## src/rtl/bcb_pkg.sv

```systemverilog
`default_nettype none

package bcb_pkg;

   localparam int COORD_BITS_DEFAULT = 13;

   localparam int DIM_W   = 13;
   localparam int PITCH_W = 16;
   localparam int ADDR_W  = 32;
   localparam int BPP_W   = 16;
   localparam int COLOR_W = 32;
   localparam int BYTE_W  = 8;
   localparam int CSR_IDX_W  = 3;
   localparam int CSR_DATA_W = 32;

   localparam logic [DIM_W-1:0]   SCREEN_WIDTH_RST  = 13'd1024;
   localparam logic [DIM_W-1:0]   SCREEN_HEIGHT_RST = 13'd768;
   localparam logic [PITCH_W-1:0] PITCH_RST         = 16'd4096;
   localparam logic [BPP_W-1:0]   BPP_RST           = 16'd32;

   localparam logic [BPP_W-1:0]   BPP_24 = 16'd24;
   localparam logic [BPP_W-1:0]   BPP_32 = 16'd32;

   typedef enum logic [CSR_IDX_W-1:0] {
      CSR_SCREEN_WIDTH  = 3'd0,
      CSR_SCREEN_HEIGHT = 3'd1,
      CSR_PITCH_BYTES   = 3'd2,
      CSR_FRAME_BASE    = 3'd3,
      CSR_IMAGE_WIDTH   = 3'd4,
      CSR_IMAGE_HEIGHT  = 3'd5,
      CSR_BITS_PER_PIX  = 3'd6
   } csr_index_type;

endpackage

`default_nettype wire

```

## src/rtl/bitmap_centered_blit.sv

```systemverilog
// Channel  Ports                                    Direction  Moves
// req      req_valid/req_ready, req_source_byte     in         one pixel-data byte
// rsp      rsp_valid/rsp_ready, rsp_write_address,  out        one visible pixel write
//          rsp_pixel_colour
// csr      csr_wr_en, csr_index, csr_wdata          in         one register write
//
// One request per cycle unless rsp stalls; a pixel's write is registered in each stage below.
// Three register stages: byte gather and counters, centering and clip, address multiply-add.
// Synchronous active-high reset loads register defaults and clears gather state and stages.
// A stall on rsp fills the stages; req_ready drops only when every stage holds a pixel.
`default_nettype none

module bitmap_centered_blit
   import bcb_pkg::*;
#(
   parameter int COORD_BITS = COORD_BITS_DEFAULT
) (
   input  wire logic                  clock,
   input  wire logic                  reset,
   input  wire logic                  req_valid,
   output logic                       req_ready,
   input  wire logic [BYTE_W-1:0]     req_source_byte,
   output logic                       rsp_valid,
   input  wire logic                  rsp_ready,
   output logic [ADDR_W-1:0]          rsp_write_address,
   output logic [COLOR_W-1:0]         rsp_pixel_colour,
   input  wire logic                  csr_wr_en,
   input  wire logic [CSR_IDX_W-1:0]  csr_index,
   input  wire logic [CSR_DATA_W-1:0] csr_wdata
);

   localparam int SW    = ((COORD_BITS > DIM_W) ? COORD_BITS : DIM_W) + 3;
   localparam int CMP_W = ((COORD_BITS + 1) > DIM_W) ? (COORD_BITS + 1) : DIM_W;
   localparam int PROD_W = DIM_W + PITCH_W;

   logic [DIM_W-1:0]   screen_width_ff, screen_width_in;
   logic [DIM_W-1:0]   screen_height_ff, screen_height_in;
   logic [PITCH_W-1:0] pitch_ff, pitch_in;
   logic [ADDR_W-1:0]  base_ff, base_in;
   logic [DIM_W-1:0]   image_width_ff, image_width_in;
   logic [DIM_W-1:0]   image_height_ff, image_height_in;
   logic [BPP_W-1:0]   bpp_ff, bpp_in;

   logic [23:0]           gathered_ff, gathered_in;
   logic [1:0]            pos_ff, pos_in;
   logic [COORD_BITS-1:0] col_ff, col_in;
   logic [COORD_BITS-1:0] row_ff, row_in;

   logic                  a_valid_ff, a_valid_in;
   logic [COLOR_W-1:0]    a_colour_ff, a_colour_in;
   logic [COORD_BITS-1:0] a_col_ff, a_col_in;
   logic [COORD_BITS-1:0] a_row_ff, a_row_in;

   logic                  b_valid_ff, b_valid_in;
   logic [COLOR_W-1:0]    b_colour_ff, b_colour_in;
   logic [DIM_W-1:0]      b_sx_ff, b_sx_in;
   logic [DIM_W-1:0]      b_sy_ff, b_sy_in;

   logic                  c_valid_ff, c_valid_in;
   logic [COLOR_W-1:0]    c_colour_ff, c_colour_in;
   logic [ADDR_W-1:0]     c_addr_ff, c_addr_in;

   logic                  c_ready, b_ready, a_ready, accept;
   logic                  is24, is32, active, complete;
   logic [COLOR_W-1:0]    colour;
   logic [31:0]           shifted;
   logic [COORD_BITS:0]   col_inc, row_inc;
   logic                  col_end, row_end;
   logic [SW-1:0]         diff_x, diff_y, start_x, start_y, sx, sy;
   logic                  visible;
   logic [PROD_W-1:0]     row_offset;

   assign c_ready = !c_valid_ff || rsp_ready;
   assign b_ready = !b_valid_ff || c_ready;
   assign a_ready = !a_valid_ff || b_ready;
   assign req_ready = a_ready;
   assign accept = req_valid && a_ready;

   assign rsp_valid = c_valid_ff;
   assign rsp_write_address = c_addr_ff;
   assign rsp_pixel_colour = c_colour_ff;

   // Gather bytes, step the source counters and load the first stage.
   always_comb begin
      is24 = (bpp_ff == BPP_24);
      is32 = (bpp_ff == BPP_32);
      active = (is24 || is32) && (image_width_ff != '0) && (image_height_ff != '0);
      complete = is24 ? (pos_ff >= 2'd2) : (pos_ff == 2'd3);
      colour = is24 ? {8'h00, req_source_byte, gathered_ff[15:0]}
                    : {req_source_byte, gathered_ff};
      shifted = {24'h0, req_source_byte} << {pos_ff, 3'b000};

      col_inc = {1'b0, col_ff} + {{COORD_BITS{1'b0}}, 1'b1};
      row_inc = {1'b0, row_ff} + {{COORD_BITS{1'b0}}, 1'b1};
      col_end = CMP_W'(col_inc) >= CMP_W'(image_width_ff);
      row_end = CMP_W'(row_inc) >= CMP_W'(image_height_ff);

      gathered_in = gathered_ff;
      pos_in = pos_ff;
      col_in = col_ff;
      row_in = row_ff;
      if (accept && active) begin
         if (complete) begin
            gathered_in = '0;
            pos_in = '0;
            if (col_end) begin
               col_in = '0;
               row_in = row_end ? '0 : row_inc[COORD_BITS-1:0];
            end else begin
               col_in = col_inc[COORD_BITS-1:0];
            end
         end else begin
            gathered_in = gathered_ff | shifted[23:0];
            pos_in = pos_ff + 2'd1;
         end
      end

      a_valid_in = a_valid_ff;
      a_colour_in = a_colour_ff;
      a_col_in = a_col_ff;
      a_row_in = a_row_ff;
      if (a_ready) begin
         a_valid_in = accept && active && complete;
         a_colour_in = colour;
         a_col_in = col_ff;
         a_row_in = row_ff;
      end
   end

   // Center, flip and clip.
   always_comb begin
      diff_x = SW'(screen_width_ff) - SW'(image_width_ff);
      diff_y = SW'(screen_height_ff) - SW'(image_height_ff);
      start_x = diff_x + {{(SW-1){1'b0}}, diff_x[SW-1]};
      start_x = {start_x[SW-1], start_x[SW-1:1]};
      start_y = diff_y + {{(SW-1){1'b0}}, diff_y[SW-1]};
      start_y = {start_y[SW-1], start_y[SW-1:1]};
      sx = start_x + SW'(a_col_ff);
      sy = start_y + SW'(image_height_ff) - {{(SW-1){1'b0}}, 1'b1} - SW'(a_row_ff);
      visible = !sx[SW-1] && (sx < SW'(screen_width_ff))
             && !sy[SW-1] && (sy < SW'(screen_height_ff));

      b_valid_in = b_valid_ff;
      b_colour_in = b_colour_ff;
      b_sx_in = b_sx_ff;
      b_sy_in = b_sy_ff;
      if (b_ready) begin
         b_valid_in = a_valid_ff && visible;
         b_colour_in = a_colour_ff;
         b_sx_in = sx[DIM_W-1:0];
         b_sy_in = sy[DIM_W-1:0];
      end
   end

   // Form the framebuffer address.
   always_comb begin
      row_offset = PROD_W'(b_sy_ff) * PROD_W'(pitch_ff);
      c_valid_in = c_valid_ff;
      c_colour_in = c_colour_ff;
      c_addr_in = c_addr_ff;
      if (c_ready) begin
         c_valid_in = b_valid_ff;
         c_colour_in = b_colour_ff;
         c_addr_in = base_ff + ADDR_W'(row_offset) + ADDR_W'({b_sx_ff, 2'b00});
      end
   end

   always_comb begin
      screen_width_in = screen_width_ff;
      screen_height_in = screen_height_ff;
      pitch_in = pitch_ff;
      base_in = base_ff;
      image_width_in = image_width_ff;
      image_height_in = image_height_ff;
      bpp_in = bpp_ff;
      if (csr_wr_en) begin
         unique case (csr_index)
            CSR_SCREEN_WIDTH:  screen_width_in = csr_wdata[DIM_W-1:0];
            CSR_SCREEN_HEIGHT: screen_height_in = csr_wdata[DIM_W-1:0];
            CSR_PITCH_BYTES:   pitch_in = csr_wdata[PITCH_W-1:0];
            CSR_FRAME_BASE:    base_in = csr_wdata[ADDR_W-1:0];
            CSR_IMAGE_WIDTH:   image_width_in = csr_wdata[DIM_W-1:0];
            CSR_IMAGE_HEIGHT:  image_height_in = csr_wdata[DIM_W-1:0];
            CSR_BITS_PER_PIX:  bpp_in = csr_wdata[BPP_W-1:0];
            default: ;
         endcase
      end
   end

   always_ff @(posedge clock) begin
      if (reset) begin
         screen_width_ff <= SCREEN_WIDTH_RST;
         screen_height_ff <= SCREEN_HEIGHT_RST;
         pitch_ff <= PITCH_RST;
         base_ff <= '0;
         image_width_ff <= '0;
         image_height_ff <= '0;
         bpp_ff <= BPP_RST;
         gathered_ff <= '0;
         pos_ff <= '0;
         col_ff <= '0;
         row_ff <= '0;
         a_valid_ff <= 1'b0;
         b_valid_ff <= 1'b0;
         c_valid_ff <= 1'b0;
      end else begin
         screen_width_ff <= screen_width_in;
         screen_height_ff <= screen_height_in;
         pitch_ff <= pitch_in;
         base_ff <= base_in;
         image_width_ff <= image_width_in;
         image_height_ff <= image_height_in;
         bpp_ff <= bpp_in;
         gathered_ff <= gathered_in;
         pos_ff <= pos_in;
         col_ff <= col_in;
         row_ff <= row_in;
         a_valid_ff <= a_valid_in;
         b_valid_ff <= b_valid_in;
         c_valid_ff <= c_valid_in;
      end
      a_colour_ff <= a_colour_in;
      a_col_ff <= a_col_in;
      a_row_ff <= a_row_in;
      b_colour_ff <= b_colour_in;
      b_sx_ff <= b_sx_in;
      b_sy_ff <= b_sy_in;
      c_colour_ff <= c_colour_in;
      c_addr_ff <= c_addr_in;
   end

endmodule

`default_nettype wire

```

## config.mk

```make
export PLATFORM = sky130hd
export DESIGN_NAME = bitmap_centered_blit
export DESIGN_NICKNAME = d
export VERILOG_FILES = /design/src/rtl/bcb_pkg.sv /design/src/rtl/bitmap_centered_blit.sv
export SDC_FILE = /design/constraint.sdc
export NUM_CORES = 1
export LEC_CHECK = 0
export BUFFER_PORTS_ARGS = -buffer_cell sky130_fd_sc_hd__buf_4
export CORE_MARGIN = 1
export CORE_UTILIZATION = 40
export CTS_CLUSTER_SIZE = 40
export DETAILED_ROUTE_END_ITERATION = 12
export HOLD_SLACK_MARGIN = 0.03
export PLACE_DENSITY_LB_ADDON = 0.1
export SLEW_MARGIN = 20
export SYNTH_ARGS = -nofsm -noshare
export SYNTH_HDL_FRONTEND = slang
export SYNTH_SLANG_ARGS = --single-unit
```

## constraint.sdc

```tcl
create_clock -name clock -period 9.25 [get_ports clock]
set_input_delay 1.85 -clock clock [delete_from_list [all_inputs] [get_ports clock]]
set_output_delay 1.85 -clock clock [all_outputs]
set_load 0.005 [all_outputs]
```

* After elaboration in Yosys (flattened, before gate mapping)
Cells that the tools add are included.
** Word-level totals
- Flip-flop bits (word level) :: 351
- Output and inout port bits :: 66
- Logic and storage cells :: 89
** Cells by class
- $add $sub $neg :: 13
- Multiply operators :: 1
- Order comparisons :: 5
- Equality and inequality tests :: 9
- Shift operators :: 1
- Muxes and demuxes :: 6
- Bitwise logic cells :: 1
- Reductions and logical operators :: 30
** Operators with widths (count)
- $mux W24 :: 2
- $add A32 B15 Y32 :: 1
- $add A32 B29 Y32 :: 1
- $lt A16 B13 Y1 :: 2
- $add A14 B14 Y15 :: 2
- $add A14 B2 Y15 :: 2
- $mul A13 B16 Y29 :: 1
- $add A13 B1 Y14 const B :: 2
- $ge A14 B13 Y1 :: 2
- $sub A13 B13 Y14 :: 2
- $mux W13 :: 2
- $reduce_bool A13 Y1 :: 2
- $or A24 B24 Y24 :: 1
- $shl A8 B5 Y24 :: 1
- $eq A16 B5 Y1 const B :: 1
- $eq A16 B6 Y1 const B :: 1
- $reduce_and A2 Y1 :: 8
- $sub A15 B2 Y16 const B :: 1
- $sub A16 B13 Y16 :: 1
- $eq A3 B3 Y1 const B :: 3
- $logic_and A1 B1 Y1 :: 9
- $eq A3 B2 Y1 const B :: 2
- $logic_not A1 Y1 :: 5
- $logic_or A1 B1 Y1 :: 4
- 8 further kinds :: 8

* Depth between registers and ports, before layout
Gate-level depths: netlist (run 1).
- Depth in word-level cells :: 9
- Gate-level depth with buffers :: 29

* Worst setup path after synthesis (run 1)
No wires, ideal clock.
- Kind :: register -> register
- Start point :: register b_sy_ff[3]
- End point :: register c_addr_ff[31] (netlist: rsp_write_address[31]) (data pin)
- Setup time :: 0.260 ns
- Arrival time :: 5.919 ns
- Required time :: 8.990 ns
- Path slack :: 3.072 ns
- Stages on the path, launching flop included :: 22
- Buffers on the path :: 1
- Clock period less this slack :: 6.178 ns
- Cell sequence :: edfxtp_1 > clkbuf_1 > nand2_1 > fa_1 > inv_1 > fa_1 > fa_1 > inv_1 > fa_1 > fa_1 > inv_1 > fa_1 > ha_1 > a211o_1 > o211ai_1 > and3_1 > a31oi_1 > a311o_1 > a41oi_2 > o21ai_1 > a21oi_1 > xnor2_1
** Between the ends
- Longest elaborated chain between the ends :: 3
** RTL lines
- start: declaration :: line bitmap_centered_blit.sv:57 : logic [DIM_W-1:0] b_sy_ff, b_sy_in;
- start signal: assignment :: line bitmap_centered_blit.sv:227 : b_sy_ff <= b_sy_in;
- $mul A13 B16 Y29 :: line bitmap_centered_blit.sv:157 : row_offset = PROD_W'(b_sy_ff) * PROD_W'(pitch_ff);
- $add A32 B29 Y32 :: line bitmap_centered_blit.sv:164 : c_addr_in = base_ff + ADDR_W'(row_offset) + ADDR_W'({b_sx_ff, 2'b00});
- $add A32 B15 Y32 :: line bitmap_centered_blit.sv:164
- end signal: assignment :: line bitmap_centered_blit.sv:229 : c_addr_ff <= c_addr_in;
- end: declaration :: line bitmap_centered_blit.sv:61 : logic [ADDR_W-1:0] c_addr_ff, c_addr_in;
Every way passes these cells.
A chain may end at the register's enable or synchronous reset.

* Worst setup path after layout (run 1)
- Start point :: register b_sy_ff[3]
- End point :: register c_addr_ff[28] (netlist: rsp_write_address[28]) (data pin)
The elaborated chain is that of the path after synthesis.

==> results of run 1 <==
[worst max-delay path, delay by kind of cell (launching register included)]
family          cells  cell delay (ns)
xor+xnor            1             0.08
fa+ha+maj           7             3.42
buf+inv             3             0.18
flops               1             0.72
compound gates      7             1.91
simple gates        1             0.16
[final timing paths]
path	slack, ns	depth (start not counted)	endpoint
hold / removal	0.41	0	rsp_pixel_colour[12]
hold reg to reg	0.41	0	rsp_pixel_colour[12]
setup reg to reg	2.52	19	rsp_write_address[28]
setup / recovery	2.52	19	rsp_write_address[28]
[area by class of cell]
cell class / instances / area, um2
Sequential cell: 351 / 8828
Timing Repair Buffer: 125 / 938.4
Clock inverter: 23 / 188.9
Inverter: 324 / 1216
Multi-Input combinational cell: 1712 / 13820
Fill cell: 5658 / 32230
Clock buffer: 54 / 1156
Tap cell: 773 / 967.2
[layer usage]
layer,vias to the layer above,share of wire [%],track usage [%]
li1,8334,-,-
met1,8408,48,29.22
met2,350,44,31.75
met3,69,5.2,3.266
met4,0,2.1,5.287
met5,-,0,0
[sequential cells by signal, indices dropped and copies added (netlist names), 16 cells and up]
signal	count
rsp_pixel_colour	32
gathered_ff	24
pitch_ff	16
b_colour_ff	32
rsp_write_address	32
a_colour_ff	32
bpp_ff	16
base_ff	32
[cells by family after synthesis]
logic type | Yosys count
XOR/XNOR | 109
buffers and inverters | 403
adder cells (fa/ha/maj) | 412
flip-flops | 351
AND/OR/NAND/NOR | 776
AO/OA/AOI/OAI | 403
multiplexers | 12
[power by group through the flow]
stage	Sequential [W]	Combinational (W)	Clock, W
5_1_grt	0.00196	0.00179	0.00170
6_report	0.00194	0.00155	0.00160
2_1_floorplan	0.00187	0.00116	0
3_5_place_dp	0.00197	0.00156	0
4_1_cts	0.00194	0.00157	0.00165
3_3_place_gp	0.00197	0.00154	0
[cell usage after synthesis (all sizes together), types with 11 or more instances]
cell type,count
nand3,33
o21ai,53
and2,65
nor2,110
xnor2,64
nor4,13
ha,202
nand3b,11
xor2,45
a21o,37
o21a,14
nand2b,16
dfxtp,171
nor3,20
inv,324
clkbuf,71
a31oi,15
nand4,12
edfxtp,180
and3,22
fa,210
a21oi,216
nand2,417
nor2b,27
[through the flow]
step | setup WS, ns | power, W
final | 2.515 | 0.005097
after global routing | 2.075 | 0.005452
after CTS | 2.464 | 0.005161
after detailed placement | 2.499 | 0.003535
after global placement | 2.609 | 0.003503
after floorplan | 3.072 | 0.003034
==> metrics.txt, run 1 <==
Max Clock Skew 0.01971 ns; post-CTS setup buffer count 0; power per cell area 188.0 nW/um2; Finished Layout Cells 3,362; Hold Startpoint b_colour_ff[12]; r2r startpoint b_sy_ff[3]; fraction of layout instances using a drive strength above 1 8.691%; top cell type's share of synthesized area 22.37%; post-synthesis mux area share 0.5436%; post-CTS resize count 0; Total GRT Usage 20.35%; sequential fraction of design power 38.1%; Relative slew margins 31.85%; FMAX 148.5 MHz; Final Core Density 45.69%; post-DP HPWL 47,020 um; Placer Congestion 0.8999; via count 17.16k; status finished with violations; CP peak stage delay 0.72 ns; commonest cells after routing, fill and taps aside 416 x nand2_1, 323 x inv_1, 216 x a21oi_1, 210 x fa_1, 202 x ha_1; Placeable Area 59,350 um2; WS Path Type reg -> reg; CP max-delay cell edfxtp_1; Synth Register Bits 351; Cell Area, Placed 25,770 um2; Fin Setup TNS 0 ns; commonest non-fill, non-tap cell in the layout nand2_1; area delta synth->final 12.22%; CTS sink count 351; Crit Path Max Fanout 16; Starting Density 40.72%; Setup crit start kind register; Psw 0.001717 W; DRC errors left 6; total CTS buffers 42; final worst path period share 72.81%; ys async rst share 0%; CTS tree built; chip width 247.8 um; post-route ant nets 0; Max Cap Violations 0; WL final 61,670 um; Initial DRT Pass Iterations 9; # rows 89; post-synthesis xor/xnor area fraction 3.951%; Mapped Cells 2,466; cell area after layout 27,120 um2; final hold vios 0; Top FF cell, synth edfxtp_1; syn_nets 2,926; Pleak 11.94 nW; WL/cell 18.34 um; post-synthesis compound-gate area fraction 10.02%; Hold WS 0.4143 ns; number of global-route vias before repair 17.29k; # setup viols final 0; Synth Cell Area 24,170 um2; Internal Power 0.003380 W; Peak VDD IR 0.1288 mV; cell count after placement 3,285; Iter 0 DRT Violations 890; EDFF count, synth 180; Final Slew Violations 0; Hold WC Path Type reg -> reg; Logic pwr share 30.4%; largest net degree at the start of global routing 77; CP dominant cell by count fa_1; global-route wire length before repair 96,010 um; register area share after synthesis 36.53%; switching share of total power 33.70%; Synth Area per Inst 9.800 um2; failing checks DRC; I/O pin total 114; clock share of power 31.4%; Hold Buf Count CTS 0; worst path cell trace nand2_1 > fa_1 > inv_1 > fa_1 > inv_1 > fa_1 > inv_1 > fa_1 > fa_1 > fa_1 > ha_1 > a21o_1 > o41ai_2 > o21ai_1 > a31oi_1 > a21oi_1 > a211o_1 > a21oi_1 > xnor2_1; Root Buffer clkbuf_16; post-synth cell types 71; port bufs 113; initial antenna violation count 0; die area 61,400 um2; H-tree lvl count 2; Final min period 6.735 ns; CP Launch Point b_sy_ff[3]; crit end category register; clk_lat worst skew 0.58 ns; Via density 5.104; post-synthesis adder-cell area fraction 27.86%; largest family of logic cells by synthesized area adder cells; Worst EP arrival 7.07 ns; cell taking the most area after synthesis edfxtp_1; Area contributors post-synth edfxtp_1 22%, fa_1 17%, dfxtp_1 14%; number of synthesis warnings 0; Simple-Gate Fraction of Synth Area 14.75%; clk buf depth 3; CP required 9.58 ns; RSZ-0062 raised after global routing no; Worst-Margin Slew 1.021 ns; fin nets 3,016; diodes inserted 0; grt ovf 0; clock slew at reported path FFs 0.06 ns; Vert. Die Dim 247.8 um
Note: power is estimated with default switching activity, not from simulation.
==> inputs of run 2 (changes only) <==
clock period = 5.88 ns   (was 9.25 ns; I/O delays follow)
==> run 2 against run 1 <==
Compared with the run above: the flow finishes with violations (DRC, setup timing); critical path depth grew 5; clock power grew 60%; clock skew grew 0.0037 ns; non-clock buffer count grew 239; hold slack lost 0.0020 ns; setup slack lost 2.7 ns; wire length grew 2.0%; largest cell class unchanged.
==> metrics.txt, run 2 (same netlist as run 1, synthesis figures left out) <==
CP dominant cell by count inv_1; Root Buffer clkbuf_16; Final Slew Violations 0; Hold WS 0.4124 ns; WL/cell 17.46 um; Reg2Reg Setup Slack -0.14 ns; Pleak 13.21 nW; CP required 6.21 ns; port bufs 113; final worst path period share 102.3%; CTS tree built; CP Launch Point b_sy_ff[3]; Reg2Reg Depth 24; area delta synth->final 22.35%; die area 61,400 um2; Setup crit start kind register; Total GRT Usage 21.06%; Relative slew margins 32.23%; status finished with violations; total CTS buffers 42; Initial DRT Pass Iterations 9; CTS sink count 351; CP peak stage delay 0.55 ns; WS Path Type reg -> reg; post-route met1 wirelength 30,350 um; post-route ant nets 0; diodes inserted 0; WL final 62,890 um; Max Cap Violations 0; reg-to-reg critical path endpoint rsp_write_address[31]; fin nets 3,255; commonest non-fill, non-tap cell in the layout nand2_1; Crit Path Max Fanout 3; CP max-delay cell fa_2; post-DP HPWL 49,090 um; Iter 0 DRT Violations 737; final setup margin -0.1375 ns; Hold WC Path Type reg -> reg; Via density 4.970; CP Depth 24; Placer Congestion 0.8645; DR WL met2 28,460 um; grt ovf 0; # setup viols final 6; Hold Buf Count CTS 0; clk_lat worst skew 0.59 ns; clk buf depth 3; FMAX 166.2 MHz; via count 17.90k; initial antenna violation count 0; Final min period 6.017 ns; metal3 WL 2576 um; final hold vios 0; fraction of layout instances using a drive strength above 1 20.75%; I/O pin total 114; number of global-route vias before repair 18.57k; RSZ-0062 raised after global routing yes; power per cell area 305.7 nW/um2; largest net degree at the start of global routing 86; worst path cell trace buf_6 > buf_6 > nand2_2 > fa_2 > inv_1 > fa_2 > inv_1 > fa_1 > inv_1 > ha_1 > inv_1 > fa_1 > inv_2 > fa_2 > ha_4 > a211o_1 > o211ai_1 > and3_4 > a31oi_4 > a311o_1 > a41oi_2 > o21ai_1 > a21oi_1 > xnor2_1; Total Power 0.009039 W; Worst-Margin Slew 1.017 ns; FILL cells 5,472; global-route wire length before repair 100,300 um; Starting Density 40.72%; top layer in use met4; crit end category register; Hold Startpoint a_colour_ff[2]; DRC errors left 8; Peak VDD IR 0.3677 mV; clock slew at reported path FFs 0.06 ns; CP top delay family adder cells; chip width 247.8 um; Placeable Area 59,350 um2; Vert. Die Dim 247.8 um; failing checks DRC, setup timing; Max Clock Skew 0.02344 ns; # rows 89; H-tree lvl count 2; r2r startpoint b_sy_ff[3]; Worst EP arrival 6.35 ns; CP endpoint rsp_write_address[31]; CP bufs+invs 7; commonest cells after routing, fill and taps aside 410 x nand2_1, 343 x buf_4, 309 x inv_1, 198 x fa_1, 197 x a21oi_1
-- run 2: cell types whose count changed in the layout (fill, tap and decap cells not counted), sizes merged --
| cell | change |
|---|---|
| buf | +239 |
| clkbuf | -1 |
| clkinv | +1 |
| bufinv | +1 |
-- run 2: cell type report --
type	instances	area (um2)	share of cell area [%]
clock buffer	53	1122	3.796
clock inverter	25	239.0	0.8083
inverter	324	1216	4.113
multi-input combinational	1712	14350	48.53
sequential	351	8842	29.91
tap	773	967.2	3.271
timing repair buffer	364	2833	9.581
-- run 2: worst register-to-register path, stage by stage, from the launching register on --
cell and delay [ns]:
edfxtp_1 0.40, buf_6 0.14, buf_6 0.10, nand2_2 0.06, fa_2 0.55, inv_1 0.05
fa_2 0.55, inv_1 0.05, fa_1 0.50, inv_1 0.04, ha_1 0.26, inv_1 0.05
fa_1 0.54, inv_2 0.04, fa_2 0.46, ha_4 0.18, a211o_1 0.29, o211ai_1 0.13
and3_4 0.24, a31oi_4 0.13, a311o_1 0.42, a41oi_2 0.23, o21ai_1 0.10, a21oi_1 0.17
xnor2_1 0.09
-- run 2: worst min path at each step --
stage                            endpoint  cells after the start
after global routing      b_colour_ff[15]                      0
after detailed placement   b_colour_ff[2]                      0
after CTS                  b_colour_ff[2]                      0
after floorplan            b_colour_ff[0]                      0
final                      b_colour_ff[2]                      0
after global placement     b_colour_ff[1]                      0
-- run 2: timing repair --
| item | in CTS | in global routing |
|---|---|---|
| pin swaps | 85 | 68 |
| setup endpoints to repair | 15 | 15 |
| endpoints found under the hold margin | 0 | 0 |
| resized for setup | 88 | 75 |
| setup buffers | 27 | 11 |
-- run 2: where the power goes --
group	total, W	switching, W	leakage, nW	internal (W)
Combinational	0.00357	0.00182	9.05	0.00175
Sequential	0.00291	0.0000981	3.49	0.00281
Clock	0.00256	0.00110	0.667	0.00146
-- run 2: metrics by stage --
step / setup slack, ns / util, % / area [um2] / cells / setup TNS (ns)
after floorplan: -0.002566 / - / 24230 / 2466 / -0.002566
after global placement: -0.3559 / 46.05 / 27330 / 3489 / -2.929
after detailed placement: -0.3593 / 46.06 / 27340 / 3489 / -3.316
after CTS: -0.1911 / 49.33 / 29280 / 3594 / -0.5936
after global routing: -0.3269 / 49.82 / 29570 / 3602 / -2.265
final: -0.1375 / 49.82 / 29570 / 3602 / -0.3849
-- run 2: metal layers --
metal / track usage [%] / vias up
li1: - / 8809
met1: 29.96 / 8703
met2: 33.16 / 304
met3: 3.244 / 85
met4: 5.774 / 0
met5: 0 / -
